<file path="config.mk">
export PLATFORM = sky130hd
export DESIGN_NAME = platform_interrupt_controller_flat
export DESIGN_NICKNAME = d
export VERILOG_FILES = /design/src/rtl/core/plic_pkg.sv /design/src/rtl/core/plic_in_if.sv /design/src/rtl/core/plic_out_if.sv /design/src/rtl/core/platform_interrupt_controller.sv /design/src/flat_wrapper.sv
export VERILOG_INCLUDE_DIRS = /design/src /design/src/rtl/core
export SDC_FILE = /design/constraint.sdc
export NUM_CORES = 1
export LEC_CHECK = 0
export ABC_AREA = 1
export BUFFER_PORTS_ARGS = -buffer_cell sky130_fd_sc_hd__buf_2
export CAP_MARGIN = 5
export CORE_ASPECT_RATIO = 0.9
export CORE_UTILIZATION = 35
export CTS_BUF_LIST = sky130_fd_sc_hd__clkbuf_8
export DETAILED_ROUTE_END_ITERATION = 7
export PLACE_DENSITY = 0.55
export SLEW_MARGIN = 0
export SYNTH_ARGS = -nofsm -noshare
export SYNTH_HDL_FRONTEND = slang
export SYNTH_SLANG_ARGS = --single-unit
export TNS_END_PERCENT = 30
</file>
<file path="constraint.sdc">
create_clock -name clk -period 4.6 [get_ports clk]
set_clock_uncertainty 0.2 [all_clocks]
set_input_delay 0.46 -clock clk [delete_from_list [all_inputs] [get_ports clk]]
set_output_delay 0.46 -clock clk [all_outputs]
set_load 0.05 [all_outputs]
</file>
<file path="src/rtl/core/assert_macros.svh">
// ----------------------------------------------------------------------------
// Assertion macros
// Shared concurrent assertion wrappers, clocked on clk, gated by rst_n.
// ----------------------------------------------------------------------------
`ifndef ASSERT_MACROS_SVH
`define ASSERT_MACROS_SVH

// same-cycle implication
`define ASSERT_NOW(label, ante, cons) \
  label: assert property (@(posedge clk) disable iff (!rst_n) (ante) |-> (cons)) \
    else $error("assertion failed");

// next-cycle implication
`define ASSERT_NEXT(label, ante, cons) \
  label: assert property (@(posedge clk) disable iff (!rst_n) (ante) |=> (cons)) \
    else $error("assertion failed");

`endif

</file>
<file path="src/rtl/core/plic_pkg.sv">
// ----------------------------------------------------------------------------
// plic_pkg
// Sizes, register map and codes of the platform interrupt controller.
// ----------------------------------------------------------------------------
package plic_pkg;

  localparam int NUM_SOURCES   = 64;
  localparam int PRIORITY_BITS = 3;
  localparam int CONTEXT_INDEX = 1;

  localparam int ID_W     = $clog2(NUM_SOURCES);
  localparam int WORD_CNT = (NUM_SOURCES + 31) / 32;
  localparam int WORD_W   = (WORD_CNT > 1) ? $clog2(WORD_CNT) : 1;

  localparam int KIND_W = 2;
  localparam int ADDR_W = 26;
  localparam int DATA_W = 32;
  localparam int SRC_W  = 6;

  localparam logic [31:0] PRI_END    = 32'(4 * NUM_SOURCES);
  localparam logic [31:0] PEND_BASE  = 32'h0000_1000;
  localparam logic [31:0] PEND_END   = PEND_BASE + 32'(4 * WORD_CNT);
  localparam logic [31:0] EN_BASE    = 32'h0000_2000 + 32'(CONTEXT_INDEX * 'h80);
  localparam logic [31:0] EN_END     = EN_BASE + 32'(4 * WORD_CNT);
  localparam logic [31:0] THR_ADDR   = 32'h0020_0000 + 32'(CONTEXT_INDEX * 'h1000);
  localparam logic [31:0] CLAIM_ADDR = 32'h0020_0004 + 32'(CONTEXT_INDEX * 'h1000);

  typedef enum logic [KIND_W-1:0] {
    KIND_READ  = 2'd0,
    KIND_WRITE = 2'd1,
    KIND_REQ   = 2'd2
  } kind_t;

  typedef enum logic [2:0] {
    ST_IDLE,
    ST_ACT,
    ST_CAPT,
    ST_SCAN,
    ST_DRAIN,
    ST_FIN,
    ST_OUT
  } plic_state_t;

endpackage

</file>
<file path="src/rtl/core/plic_in_if.sv">
// ----------------------------------------------------------------------------
// plic_in_if
// Input channel: bus read, bus write or source request item.
// ----------------------------------------------------------------------------
interface plic_in_if;
  logic                        valid;
  logic                        ready;
  logic [plic_pkg::KIND_W-1:0] kind;
  logic [plic_pkg::ADDR_W-1:0] address;
  logic [plic_pkg::DATA_W-1:0] write_data;
  logic [plic_pkg::SRC_W-1:0]  source_id;

  modport source (output valid, kind, address, write_data, source_id, input ready);
  modport sink   (input valid, kind, address, write_data, source_id, output ready);
endinterface

</file>
<file path="src/rtl/core/plic_out_if.sv">
// ----------------------------------------------------------------------------
// plic_out_if
// Result channel: read data and interrupt line state.
// ----------------------------------------------------------------------------
interface plic_out_if;
  logic                        valid;
  logic                        ready;
  logic [plic_pkg::DATA_W-1:0] read_data;
  logic                        irq_line;

  modport source (output valid, read_data, irq_line, input ready);
  modport sink   (input valid, read_data, irq_line, output ready);
endinterface

</file>
<file path="src/rtl/core/platform_interrupt_controller.sv">
// ----------------------------------------------------------------------------
// platform_interrupt_controller
// One-context interrupt controller on the standard PLIC register map.
// ----------------------------------------------------------------------------
// Each item (bus read, bus write or source request) is taken through the
// states ACT, CAPT, SCAN, DRAIN, FIN and OUT, and its result is held in OUT
// until it is taken; no new item is accepted until then. The pass in SCAN
// goes over the priority RAM, which has a single read port and is read one
// source per cycle (sources 1 to NUM_SOURCES - 1) to find the best enabled
// pending source; that pass runs after every item to refresh irq_line, and
// before the update on a claim read.
`include "assert_macros.svh"

module platform_interrupt_controller (
  input  logic      clk,
  input  logic      rst_n,
  plic_in_if.sink   in_item,
  plic_out_if.source out_item
);

  localparam int N    = plic_pkg::NUM_SOURCES;
  localparam int PW   = plic_pkg::PRIORITY_BITS;
  localparam int IDW  = plic_pkg::ID_W;
  localparam int WC   = plic_pkg::WORD_CNT;
  localparam int WW   = plic_pkg::WORD_W;
  localparam logic [IDW-1:0] LAST_ID = IDW'(N - 1);

  plic_pkg::plic_state_t state_r, state_nxt;

  // latched item
  logic [plic_pkg::KIND_W-1:0] kind_r;
  logic [plic_pkg::ADDR_W-1:0] addr_r;
  logic [plic_pkg::DATA_W-1:0] wdata_r;
  logic [plic_pkg::SRC_W-1:0]  src_r;

  // priority RAM
  logic [PW-1:0]  prio_mem [N];
  logic [N-1:0]   prio_vld_r;
  logic [PW-1:0]  mem_q;
  logic           mem_q_vld_r;
  logic [IDW-1:0] mem_ra;
  logic           mem_we;

  logic [N-1:0]  pending_r, pending_nxt;
  logic [N-1:0]  enable_r, enable_nxt;
  logic [N-1:0]  flight_r, flight_nxt;
  logic [PW-1:0] thr_r, thr_nxt;

  // scan
  logic [IDW-1:0] scan_idx_r, scan_idx_nxt;
  logic           cmp_vld_r;
  logic [IDW-1:0] cmp_idx_r;
  logic [IDW-1:0] best_id_r, best_id_nxt;
  logic [PW-1:0]  best_pri_r, best_pri_nxt;
  logic           any_r, any_nxt;
  logic           multi_r, multi_nxt;
  logic [PW-1:0]  cmp_pri;
  logic           cmp_elig;

  logic [31:0] rdata_r, rdata_nxt;
  logic        irq_r, irq_nxt;

  // decode
  logic [31:0]     addr32, pend_off, en_off, src32;
  logic            aligned, pri_hit, pend_hit, en_hit, thr_hit, clm_hit;
  logic [IDW-1:0]  bus_idx, wd_idx, src_idx;
  logic [WW-1:0]   pend_w, en_w;
  logic            is_read, is_write, is_req, claim_c, wd_ok, src_ok;
  logic [32*WC-1:0] pend_pad, en_pad;

  assign addr32   = 32'(addr_r);
  assign aligned  = (addr_r[1:0] == 2'b00);
  assign pri_hit  = aligned && (addr32 < plic_pkg::PRI_END);
  assign pend_hit = aligned && (addr32 >= plic_pkg::PEND_BASE) && (addr32 < plic_pkg::PEND_END);
  assign en_hit   = aligned && (addr32 >= plic_pkg::EN_BASE) && (addr32 < plic_pkg::EN_END);
  assign thr_hit  = (addr32 == plic_pkg::THR_ADDR);
  assign clm_hit  = (addr32 == plic_pkg::CLAIM_ADDR);
  assign bus_idx  = addr_r[IDW+1:2];
  assign pend_off = addr32 - plic_pkg::PEND_BASE;
  assign en_off   = addr32 - plic_pkg::EN_BASE;
  assign pend_w   = pend_off[WW+1:2];
  assign en_w     = en_off[WW+1:2];

  assign is_read  = (kind_r == plic_pkg::KIND_READ);
  assign is_write = (kind_r == plic_pkg::KIND_WRITE);
  assign is_req   = (kind_r == plic_pkg::KIND_REQ);
  assign claim_c  = is_read && clm_hit;

  assign wd_idx = wdata_r[IDW-1:0];
  assign wd_ok  = (wdata_r != '0) && (wdata_r < 32'(N));
  assign src32   = 32'(src_r);
  assign src_idx = src32[IDW-1:0];
  assign src_ok  = (src_r != '0) && (src32 < 32'(N));

  assign pend_pad = (32*WC)'(pending_r);
  assign en_pad   = (32*WC)'(enable_r);

  // --------------------------------------------------------------------------
  // Sequencer: next state
  // --------------------------------------------------------------------------
  always_comb begin
    state_nxt = state_r;
    unique case (state_r)
      plic_pkg::ST_IDLE:  if (in_item.valid) state_nxt = plic_pkg::ST_ACT;
      plic_pkg::ST_ACT:   state_nxt = plic_pkg::ST_CAPT;
      plic_pkg::ST_CAPT:  state_nxt = plic_pkg::ST_SCAN;
      plic_pkg::ST_SCAN:  if (scan_idx_r == LAST_ID) state_nxt = plic_pkg::ST_DRAIN;
      plic_pkg::ST_DRAIN: state_nxt = plic_pkg::ST_FIN;
      plic_pkg::ST_FIN:   state_nxt = plic_pkg::ST_OUT;
      plic_pkg::ST_OUT:   if (out_item.ready) state_nxt = plic_pkg::ST_IDLE;
      default:            state_nxt = plic_pkg::ST_IDLE;
    endcase
  end

  // --------------------------------------------------------------------------
  // Sequencer: outputs
  // --------------------------------------------------------------------------
  always_comb begin
    in_item.ready  = (state_r == plic_pkg::ST_IDLE);
    out_item.valid = (state_r == plic_pkg::ST_OUT);
    mem_ra = (state_r == plic_pkg::ST_SCAN) ? scan_idx_r : bus_idx;
    mem_we = (state_r == plic_pkg::ST_ACT) && is_write && pri_hit && (bus_idx != '0);
  end

  assign out_item.read_data = rdata_r;
  assign out_item.irq_line  = irq_r;

  // --------------------------------------------------------------------------
  // Datapath
  // --------------------------------------------------------------------------
  assign cmp_pri  = mem_q_vld_r ? mem_q : '0;
  assign cmp_elig = pending_r[cmp_idx_r] && enable_r[cmp_idx_r];

  always_comb begin
    pending_nxt  = pending_r;
    enable_nxt   = enable_r;
    flight_nxt   = flight_r;
    thr_nxt      = thr_r;
    scan_idx_nxt = scan_idx_r;
    best_id_nxt  = best_id_r;
    best_pri_nxt = best_pri_r;
    any_nxt      = any_r;
    multi_nxt    = multi_r;
    rdata_nxt    = rdata_r;
    irq_nxt      = irq_r;

    // shared compare unit, one source per cycle
    if (cmp_vld_r) begin
      if (cmp_elig && (cmp_pri > thr_r)) begin
        multi_nxt = multi_r | any_r;
        any_nxt   = 1'b1;
      end
      if (cmp_elig && (cmp_pri > best_pri_r)) begin
        best_id_nxt  = cmp_idx_r;
        best_pri_nxt = cmp_pri;
      end
    end

    case (state_r)
      plic_pkg::ST_ACT: begin
        for (int s = 1; s < N; s++) begin
          if (is_write && en_hit && (en_w == WW'(s / 32))) enable_nxt[s] = wdata_r[s % 32];
        end
        if (is_write && thr_hit) thr_nxt = wdata_r[PW-1:0];
        if (is_write && clm_hit && wd_ok && enable_r[wd_idx]) flight_nxt[wd_idx] = 1'b0;
        if (is_req && src_ok && !flight_r[src_idx]) pending_nxt[src_idx] = 1'b1;
      end
      plic_pkg::ST_CAPT: begin
        rdata_nxt = '0;
        if (is_read) begin
          if (pri_hit) begin
            rdata_nxt = (bus_idx != '0) ? 32'(cmp_pri) : '0;
          end else if (pend_hit) begin
            rdata_nxt = pend_pad[pend_w*32 +: 32];
          end else if (en_hit) begin
            rdata_nxt = en_pad[en_w*32 +: 32];
          end else if (thr_hit) begin
            rdata_nxt = 32'(thr_r);
          end
        end
        scan_idx_nxt = IDW'(1);
        best_id_nxt  = '0;
        best_pri_nxt = thr_r;
        any_nxt      = 1'b0;
        multi_nxt    = 1'b0;
      end
      plic_pkg::ST_SCAN: begin
        scan_idx_nxt = scan_idx_r + IDW'(1);
      end
      plic_pkg::ST_FIN: begin
        if (claim_c && any_r) begin
          pending_nxt[best_id_r] = 1'b0;
          flight_nxt[best_id_r]  = 1'b1;
          rdata_nxt = 32'(best_id_r);
          irq_nxt   = multi_r;   // claimed source drops out
        end else begin
          irq_nxt = any_r;
        end
      end
      default: ;
    endcase
  end

  // priority RAM, registered read
  always_ff @(posedge clk) begin
    if (mem_we) prio_mem[bus_idx] <= wdata_r[PW-1:0];
    mem_q <= prio_mem[mem_ra];
  end

  always_ff @(posedge clk) begin
    if (!rst_n) begin
      state_r     <= plic_pkg::ST_IDLE;
      pending_r   <= '0;
      enable_r    <= '0;
      flight_r    <= '0;
      thr_r       <= '0;
      prio_vld_r  <= '0;
      mem_q_vld_r <= 1'b0;
      cmp_vld_r   <= 1'b0;
    end else begin
      state_r     <= state_nxt;
      pending_r   <= pending_nxt;
      enable_r    <= enable_nxt;
      flight_r    <= flight_nxt;
      thr_r       <= thr_nxt;
      if (mem_we) prio_vld_r[bus_idx] <= 1'b1;
      mem_q_vld_r <= prio_vld_r[mem_ra];
      cmp_vld_r   <= (state_r == plic_pkg::ST_SCAN);
    end
  end

  always_ff @(posedge clk) begin
    if (in_item.valid && in_item.ready) begin
      kind_r  <= in_item.kind;
      addr_r  <= in_item.address;
      wdata_r <= in_item.write_data;
      src_r   <= in_item.source_id;
    end
    cmp_idx_r  <= scan_idx_r;
    scan_idx_r <= scan_idx_nxt;
    best_id_r  <= best_id_nxt;
    best_pri_r <= best_pri_nxt;
    any_r      <= any_nxt;
    multi_r    <= multi_nxt;
    rdata_r    <= rdata_nxt;
    irq_r      <= irq_nxt;
  end

  // --------------------------------------------------------------------------
  // Assertions
  // --------------------------------------------------------------------------
  `ASSERT_NOW(a_no_overlap, 1'b1, !(in_item.ready && out_item.valid))
  `ASSERT_NOW(a_pend_flight, 1'b1, (pending_r & flight_r) == '0)
  `ASSERT_NEXT(a_claim_mark, (state_r == plic_pkg::ST_FIN) && claim_c && any_r, flight_r[best_id_r] && (rdata_r != '0))

endmodule

</file>
<file path="src/flat_wrapper.sv">
// flat-port wrapper written by rule: the top's interface ports become plain ports
module platform_interrupt_controller_flat 
  (clk, rst_n, in_item_valid, in_item_kind, in_item_address, in_item_write_data, in_item_source_id, in_item_ready, out_item_valid, out_item_read_data, out_item_irq_line, out_item_ready);
  plic_in_if in_item_i ();
  plic_out_if out_item_i ();
  input  logic clk;
  input  logic rst_n;
  input wire logic [$bits(in_item_i.valid)-1:0] in_item_valid;
  input wire logic [$bits(in_item_i.kind)-1:0] in_item_kind;
  input wire logic [$bits(in_item_i.address)-1:0] in_item_address;
  input wire logic [$bits(in_item_i.write_data)-1:0] in_item_write_data;
  input wire logic [$bits(in_item_i.source_id)-1:0] in_item_source_id;
  output wire logic [$bits(in_item_i.ready)-1:0] in_item_ready;
  output wire logic [$bits(out_item_i.valid)-1:0] out_item_valid;
  output wire logic [$bits(out_item_i.read_data)-1:0] out_item_read_data;
  output wire logic [$bits(out_item_i.irq_line)-1:0] out_item_irq_line;
  input wire logic [$bits(out_item_i.ready)-1:0] out_item_ready;
  assign in_item_i.valid = in_item_valid;
  assign in_item_i.kind = in_item_kind;
  assign in_item_i.address = in_item_address;
  assign in_item_i.write_data = in_item_write_data;
  assign in_item_i.source_id = in_item_source_id;
  assign in_item_ready = in_item_i.ready;
  assign out_item_valid = out_item_i.valid;
  assign out_item_read_data = out_item_i.read_data;
  assign out_item_irq_line = out_item_i.irq_line;
  assign out_item_i.ready = out_item_ready;
  platform_interrupt_controller u_core (.clk(clk), .rst_n(rst_n), .in_item(in_item_i), .out_item(out_item_i));
endmodule
</file>
==> impl_metrics.env <==
export IMPL_synth_compound_area_share_pct=14.3
export IMPL_cts_tree="yes"
export IMPL_met3_usage_pct=4.86
export IMPL_endpoint_kind="flip-flop"
export IMPL_holdWs_ps=71.9
export IMPL_ys_ff_latch=580
export IMPL_drc_errors=0
export IMPL_grt_max_degree=107
export IMPL_synth_edff_count=300
export IMPL_postCtsSetupBuffers=0
export IMPL_rsz0062_at_grt="false"
export IMPL_cts_made_buffers=102
export IMPL_coreArea_mm2=0.0827
export IMPL_layout_drive_gt1_share_pct=8.44
export IMPL_path_clk_slew_ps=60
export IMPL_path_class="reg2reg"
export IMPL_syn_inst=3908
export IMPL_die_h_um=276
export IMPL_synth_top_family_by_area="simple AND/OR/NAND/NOR gates"
export IMPL_insertion_delay_ps=770
export IMPL_routabilityCongestion=0.940
export IMPL_dr_pass1_iters=6
export IMPL_synth_area_per_cell_um2=7.49
export IMPL_fin_crit_sh_pct=77.3
export IMPL_synth_adder_area_share_pct=0.299
export IMPL_ir_worst_vdd_v=0.000201
export IMPL_async_reset_ff_share_pct=0
export IMPL_r2r_start="u_core.src_idx[1]$_DFFE_PP_"
export IMPL_path_cells="inv_2 -> nand3_1 -> nor2_1 -> nor2_1 -> nand3_1 -> nand2_1 -> nand2_1 -> nor2_1 -> nand3_2 -> nand2_4 -> buf_12 -> nand2_1 -> nand2_1 -> nor2_1"
export IMPL_synth_area_mm2=0.0293
export IMPL_totalWireLength_mm=104
export IMPL_r2r_end="u_core.pend_pad[46]$_SDFFE_PN0P_"
export IMPL_synth_warnings=0
export IMPL_required_ps=5010
export IMPL_arrival_ps=3970
export IMPL_drv_cap=0
export IMPL_portBuffers=104
export IMPL_drt_initial_drc_count=3053
export IMPL_p_leak_nw=13.2
export IMPL_finalSetupTns_ps=0
export IMPL_via_per_inst=5.15
export IMPL_synth_simple_gate_area_share_pct=26.3
export IMPL_drv_slew=0
export IMPL_rows=100
export IMPL_cts_resized=0
export IMPL_powerDensity_mw_per_mm2=380
export IMPL_io_pins=105
export IMPL_cts_hold_buf=68
export IMPL_worst_r2r_setup_slack_ps=1050
export IMPL_critical_path_startpoint="u_core.src_idx[1]$_DFFE_PP_"
export IMPL_critPathMaxStageDelay_ps=770
export IMPL_cts_num_sinks=580
export IMPL_placed_cell_area_mm2=0.0309
export IMPL_top_usage_layer="met1"
export IMPL_dp_hpwl_mm=69.0
export IMPL_hp_start="rst_n"
export IMPL_setup_worst_path_start_class="flip-flop"
export IMPL_synth_main_ff_cell="edfxtp_1"
export IMPL_ant_nets=0
export IMPL_root_buffer="clkbuf_8"
export IMPL_worstMarginPinSlew_ps=1260
export IMPL_synth_xor_area_share_pct=0.0299
export IMPL_antenna_found_initial=1
export IMPL_grt_pass1_wl_mm=155
export IMPL_nets=4140
export IMPL_clk_path_buf_depth=3
export IMPL_synth_cell_types=48
export IMPL_grt_util_met1_pct=35.8
export IMPL_grt_pass1_vias=24800
export IMPL_synthMuxAreaShare_pct=0
export IMPL_start_util_pct=35.4
export IMPL_use_met2_pct=34.0
export IMPL_path_max_fanout=65
export IMPL_final_area_mm2=0.0335
export IMPL_critPathSlowestCell="edfxtp_1"
export IMPL_clock_fmax_ghz=0.281
export IMPL_register_area_mm2=0.0146
export IMPL_wire_per_inst_um=19.7
export IMPL_relSlewSlack_pct=15.8
export IMPL_finalHoldViolations=0
export IMPL_multi_input_area_mm2=0.0121
export IMPL_gr_total_overflow=0
export IMPL_setup_viol=0
export IMPL_cp_endpoint="u_core.pend_pad[46]$_SDFFE_PN0P_"
export IMPL_min_period_ps=3550
export IMPL_yosysSeqAreaShare_pct=49.9
export IMPL_hp_class="in2reg"
export IMPL_status="complete, no violations"
export IMPL_nFillCells=8706
export IMPL_syn_to_final_growth_pct=14.5
export IMPL_gr_usage_all_layers_pct=23.9
export IMPL_dieWidth_um=307
export IMPL_cts_max_level=3
export IMPL_dieArea_mm2=0.0848
export IMPL_num_vias=27100
export IMPL_rr_worst_depth=14
[synthesized netlist by cell type, types with 2 or more instances]
library cell / count / share of area [%]
nor3_2: 6 / 0.21
a2111oi_0: 2 / 0.060
nand2_2: 2 / 0.043
nor2_1: 553 / 7.1
o2bb2ai_1: 10 / 0.30
nand3_1: 267 / 4.6
buf_1: 8 / 0.10
ha_1: 7 / 0.30
buf_2: 48 / 0.82
o21ai_1: 37 / 0.63
dfxtp_1: 280 / 19
o22ai_1: 17 / 0.36
a311oi_1: 2 / 0.060
a22oi_1: 44 / 1.1
nand3_2: 3 / 0.10
o21ai_0: 385 / 6.6
nand3_4: 2 / 0.12
inv_1: 438 / 5.6
edfxtp_1: 300 / 31
o21ai_2: 3 / 0.090
buf_6: 16 / 0.62
inv_2: 15 / 0.19
nand2_1: 998 / 13
buf_4: 10 / 0.26
o211ai_1: 32 / 0.82
a21oi_1: 231 / 4.0
o21bai_1: 6 / 0.15
nor2_2: 5 / 0.11
nor3_1: 44 / 0.75
clkbuf_1: 107 / 1.4
nand4_1: 9 / 0.19
a211oi_1: 5 / 0.13
[cell usage in the layout, fill, tap and decap left out, types with 68 or more instances in the layout]
cell type	Yosys	routed
a21oi_1	231	231
o21ai_0	385	385
nor2_1	553	551
inv_1	438	475
edfxtp_1	300	300
nand2_1	998	995
buf_2	48	103
dlygate4sd3_1	0	68
dfxtp_1	280	280
clkbuf_8	0	110
nand3_1	267	264
[cells by family (layout without fill, tap and decap cells)]
logic type / after synthesis / in the layout
and+or+nand+nor: 1898 / 1898
AOI/OAI and AO/OA: 776 / 776
buffers and inverters: 645 / 880
DFF: 580 / 580
adders and majority gates: 7 / 7
other: 1 / 5
xor gates and xnor gates: 1 / 1
[flip-flops by register name, indices dropped and copies added (netlist names), 2 cells and up]
| name | count |
|---|---|
| u_core.prio_vld_r | 64 |
| u_core.cmp_idx_r | 6 |
| u_core.prio_mem | 192 |
| u_core.mem_q | 3 |
| u_core.flight_r | 64 |
| u_core.kind_r | 2 |
| u_core.addr_r | 26 |
| u_core.best_id_r | 6 |
| u_core.thr_r | 3 |
| u_core.pend_pad | 64 |
| u_core.wdata_r | 32 |
| u_core.state_r | 3 |
| u_core.src_idx | 6 |
| u_core.best_pri_r | 3 |
| u_core.en_pad | 63 |
| u_core.scan_idx_r | 6 |
| u_core.out_item.read_data | 32 |
[power by group]
part / total [mW] / switching (mW) / leakage [nW] / internal [mW]
combinational: 2.13 / 1.57 / 7.07 / 0.562
clock: 4.71 / 2.32 / 1.14 / 2.39
sequential: 5.88 / 0.196 / 5.02 / 5.68
[per-stage QoR]
stage	power (mW)	util, %	instances	worst slack, ps
2_1_floorplan	7.24	-	3910	538
3_3_place_gp	8.03	37.3	5013	1170
3_5_place_dp	8.03	37.3	5013	1130
4_1_cts	12.8	40.5	5267	1140
5_1_grt	13.2	40.5	5269	857
6_report	12.7	40.5	5269	1050
[cell type report]
class | instances | share of cell area [%]
antenna | 2 | 0.0149
timing repair buffer | 240 | 5.28
sequential | 580 | 43.6
clock buffer | 110 | 4.52
clock inverter | 76 | 1.32
tap | 1122 | 4.19
multi-input combinational | 2685 | 36.0
inverter | 454 | 5.09
[how the worst min path moves through the flow]
stage                                                   end  slack, ps  cells past startpoint
after floorplan                 u_core.cmp_idx_r[5]$_DFF_P_        170                      0
after global placement    u_core.prio_vld_r[0]$_SDFFE_PN0P_        220                      2
after detailed placement        u_core.cmp_idx_r[3]$_DFF_P_        210                      0
after CTS                   u_core.pend_pad[6]$_SDFFE_PN0P_         30                      3
after global routing        u_core.pend_pad[6]$_SDFFE_PN0P_         80                      3
final                       u_core.pend_pad[6]$_SDFFE_PN0P_         70                      3
[critical path: cells and delay by family (launching register included)]
kind                   cells  cell delay [ps]
and+or+nand+nor           12             1730
DFF                        1              770
buffers and inverters      2              650
[metal layers]
layer / vias to the layer above / wire length, µm
met3: 171 / 9290
li1: 13100 / -
met2: 1184 / 43000
met1: 12700 / 48700
met5: - / 0
met4: 0 / 2770
(Power assumes the default switching activity.)
